`src/assert_macros.svh`:
```
// Assertion helpers shared by the RTL files.
`ifndef ASSERT_MACROS_SVH
`define ASSERT_MACROS_SVH

// Same-cycle implication, disabled while reset is asserted.
`define ENM_ASSERT_IMP(lbl, clk, rstn, ante, cons) \
  lbl: assert property (@(posedge clk) disable iff (!rstn) (ante) |-> (cons)) \
    else $error("assertion failed: same-cycle implication");

// Next-cycle implication, disabled while reset is asserted.
`define ENM_ASSERT_NXT(lbl, clk, rstn, ante, cons) \
  lbl: assert property (@(posedge clk) disable iff (!rstn) (ante) |=> (cons)) \
    else $error("assertion failed: next-cycle implication");

`endif

```
`src/enm_ram.sv`:
```
// ----------------------------------------------------------------------------
// enm_ram
// Generic simple dual-port RAM: one write port, one registered read port.
// ----------------------------------------------------------------------------
module enm_ram #(
  parameter int WIDTH = 8,
  parameter int DEPTH = 32
) (
  input  logic                                 clk,
  input  logic                                 we,
  input  logic [((DEPTH > 1) ? $clog2(DEPTH) : 1)-1:0] waddr,
  input  logic [WIDTH-1:0]                     wdata,
  input  logic                                 re,
  input  logic [((DEPTH > 1) ? $clog2(DEPTH) : 1)-1:0] raddr,
  output logic [WIDTH-1:0]                     rdata
);

  logic [WIDTH-1:0] mem [DEPTH];

  // Write and registered read
  always_ff @(posedge clk) begin
    if (we) begin
      mem[waddr] <= wdata;
    end
    if (re) begin
      rdata <= mem[raddr];
    end
  end

endmodule

```
`config.mk`:
```
export PLATFORM = sky130hd
export DESIGN_NAME = enm_ram
export DESIGN_NICKNAME = d
export VERILOG_FILES = /design/src/assert_macros.svh /design/src/enm_ram.sv
export SDC_FILE = /design/constraint.sdc
export NUM_CORES = 1
export LEC_CHECK = 0
export ABC_AREA = 1
export BUFFER_PORTS_ARGS = -buffer_cell sky130_fd_sc_hd__buf_4
export CORE_MARGIN = 5
export CORE_UTILIZATION = 60
export CTS_CLUSTER_SIZE = 20
export DETAILED_ROUTE_END_ITERATION = 10
export GPL_ROUTABILITY_DRIVEN = 0
export HOLD_SLACK_MARGIN = 0.1
export PLACE_DENSITY_LB_ADDON = 0.05
export REMOVE_ABC_BUFFERS = 1
export SYNTH_ARGS = -nofsm -noshare
export SYNTH_HDL_FRONTEND = slang
export SYNTH_SLANG_ARGS = --single-unit
```
`constraint.sdc`:
```
create_clock -name clk -period 1.55 [get_ports clk]
set_input_delay 0.2325 -clock clk [delete_from_list [all_inputs] [get_ports clk]]
set_output_delay 0.2325 -clock clk [all_outputs]
set_load 0.03 [all_outputs]
```
* Yosys cells after proc, flatten, opt, wreduce, memory -nomap -nowiden *
Memory sizes are Yosys's and may differ from the RTL's. A register that Yosys moved wholly into a read port is not among the register bits.
Cells that the tools add are included.

operators by class
  mux-type cells = 2

operator list
  cell               count
  1-bit two-way mux  2

word-level totals
  register bits after elaboration = 0
  bits in writable memories = 256
  input port bits = 21
  output and inout bits = 8
  memories = 1

memory list
  name  depth  bits a word  read ports  clocked after Yosys merged registers in  write ports  line           RTL
  mem   32     8            1           1                                        1            enm_ram.sv:18  logic [WIDTH-1:0] mem [DEPTH];

* Logic depth before layout (Yosys ltp) *
  depth after elaboration = 2
  depth in mapped cells = 11

* Least setup slack after synthesis *
Ideal clock, no wire load.

  path kind = input to register
  start = in waddr[0] in the netlist's numbering
  end = mem mem[0][0], enable pin
  arrival time = 0.896 ns
  setup slack = 0.283 ns
  stages = 3
  cells stage by stage = inv_1 -> nand3_1 -> nor2_1

RTL lines
  what         line           RTL
  from (decl)  enm_ram.sv:11  input logic [((DEPTH > 1) ? $clog2(DEPTH) : 1)-1:0] waddr,
  to (decl)    enm_ram.sv:18

No word-level cell before the write port.

* Worst setup path in the final report *
  start = reg rdata[2], read port of mem
  end = out rdata[2]

RTL lines
  what         line           RTL
  from (decl)  enm_ram.sv:15  output logic [WIDTH-1:0] rdata

No word-level cell between the ends.

==> results.cfg <==
[run_status]
status = finished clean

[run]
maxCapViolations = 0

[worst_setup_path]
critPathBufInv = 1
cp_data_required_time_ns = 1.32
critical_path.top_delay_family = flip-flops
endpoint_kind = primary output
slowest_stage = edfxtp_1
crit_arrival_ns = 1.17
critPathMaxStageDelay_ns = 0.44
r2r-end = rdata[0]$_DFFE_PP_
rr_startpoint = mem[1][0]$_DFFE_PP_
reg2reg_depth = 8
start_kind = flip-flop
path_class = flip-flop to primary output
worstPathMaxFanout = 1
r2r_slack_ns = 0.26
crit_chain = buf_4

[detailed_routing]
drtIter0Drc = 732
route.detailed.drc = 0
ant_nets = 0
first_pass_iters = 6
via_per_inst = 5.71
num_vias = 7048
drt-total-wl_mm = 24.5
wl_per_cell_um = 19.9

[power]
p_per_area_mw_per_mm2 = 1250
ir_drop_uv = 1090
p_leak_nw = 4.70

[synth]
avgSynthCellArea_um2 = 11.8
ys_seq_elements = 264
netlist_top_cells_area = edfxtp_1 (73%), nand2_1 (12%), nand3_1 (9.4%), buf_6 (2.5%), nor2_1 (1.1%)
yosys_warnings = 0
netlist_instances = 922
synth_top_area_share_pct = 73.0
synth_cell_types = 11
syn_area_mm2 = 0.0109
yosys.area.top_type = edfxtp_1
ys_seq_area_share_pct = 73.0

[timing]
drv_slew = 0
whs_ns = 0.147
rsz0062_at_grt = false
timing.fmax_mhz = 711
fin_ws_ns = 0.144
finalCriticalPeriod_ns = 1.41
worst_slew_pin_slew_ns = 0.463
period_share_pct = 90.7
fin_skew_ns = 0.0170
finalHoldViolCount = 0
setup_viol_count_final = 0
max_slew_margin_pct = 69.1

[cells_and_area]
final_common_cell = nand2_1
final_area_mm2 = 0.0124
fin_util_pct = 69.4
regArea_mm2 = 0.00793
final_cell_mix = nand2_1 (360), edfxtp_1 (264), nand3_1 (204)
instances_no_fill = 1234
antenna_cells = 0
multi_input_area_mm2 = 0.00249
syn2layout_area_growth_pct = 14.4
finalNetCount = 1006
fillers = 1253
drive_above_1_share_pct = 12.4

[global_route]
grt_max_degree = 70
grt_pass1_wl_mm = 38.0
grt_pass1_vias = 6839
grt_usage_pct = 24.1
antenna_found_initial = 0
grt-ovfl-total = 0

[cts]
path_clk_slew_ns = 0.07
cts_buffer_depth = 3
cts_tree = built
numCtsBuffers = 26
ctsResizeCount = 0
cts_root_buf = clkbuf_16
cts_max_level = 1
cts.sinks = 264
clk_latency_ns = 0.53

[placement]
post_dp_cell_area_mm2 = 0.0115
pre_cts_ws_ns = -0.0992
post-dp-hpwl_mm = 15.0
portBuffers = 28
dp_cells = 1184

[min_path]
min_from = wdata[5]
hold_class = input port to flip-flop
min_path_cells = 1
hold_end = mem[1][5]$_DFFE_PP_

[floorplan]
die_area_mm2 = 0.0209
fp-row-count = 49
pin_count = 29
die_x_um = 145
start_util_pct = 60.7
die_y_um = 145
core_mm2 = 0.0179
==> cell families (layout without fill, tap and decap cells) <==
group | Yosys count | count (layout) | share of synthesized area, %
flip-flops | 264 | 264 | 73.0
AND/OR/NAND/NOR | 596 | 596 | 22.9
buffers and inverters | 62 | 145 | 4.11
==> area by class of cell <==
class / count / share of cell area, %
inverters: 10 / 0.312
flip-flops and latches: 264 / 63.8
clock inverters: 17 / 1.67
clock buffers: 31 / 5.56
well taps: 229 / 2.31
multi-input cells: 596 / 20.1
repair buffers: 87 / 6.30
==> synth_stat cells, drive strengths merged <==
library cell / number
buf: 45
edfxtp: 264
nand3: 204
clkbuf: 7
inv: 10
nand2: 360
nor2: 32
==> report_power, final <==
part,switching (mW),internal (mW)
logic,0.708,0.318
clock network,2.56,4.00
registers,0.0340,7.96
==> sequential cells by signal (all words and copies together) (netlist names) <==
| signal | flops |
|---|---|
| mem | 256 |
| rdata | 8 |
==> per-stage QoR <==
stage	TNS, ns	power (mW)
4_1_cts	0	15.7
5_1_grt	0	16.1
2_1_floorplan	-2.43	8.59
6_report	0	15.6
3_3_place_gp	-0.379	9.15
3_5_place_dp	-0.475	9.17
==> layer usage <==
layer / vias up / share of wire [%] / GRT usage (%) / routed length, um
met5: - / 0 / 0 / 0
met4: 0 / 2.3 / 6.33 / 563
met3: 48 / 6.4 / 3.57 / 1560
met2: 253 / 47 / 37.9 / 11500
met1: 3418 / 44 / 36.0 / 10900
li1: 3329 / - / - / -
==> how the worst max path moves through the flow <==
stage / from / end / slack (ns) / cells after the start
global placement: raddr[0] / rdata[6]$_DFFE_PP_ / -0.1 / 11
CTS: rdata[2]$_DFFE_PP_ / rdata[2] / 0.13 / 1
finish: rdata[2]$_DFFE_PP_ / rdata[2] / 0.14 / 1
floorplan: raddr[0] / rdata[0]$_DFFE_PP_ / -0.31 / 9
global route: rdata[3]$_DFFE_PP_ / rdata[3] / 0.12 / 1
detailed placement: raddr[0] / rdata[6]$_DFFE_PP_ / -0.1 / 11
==> repair_timing <==
item                                   CTS  global route
setup buffers                            0             0
hold buffers                             2             0
setup endpoints to repair                0             0
endpoints found under the hold margin   16             0
No activity file was read; power rests on OpenSTA's default activity.
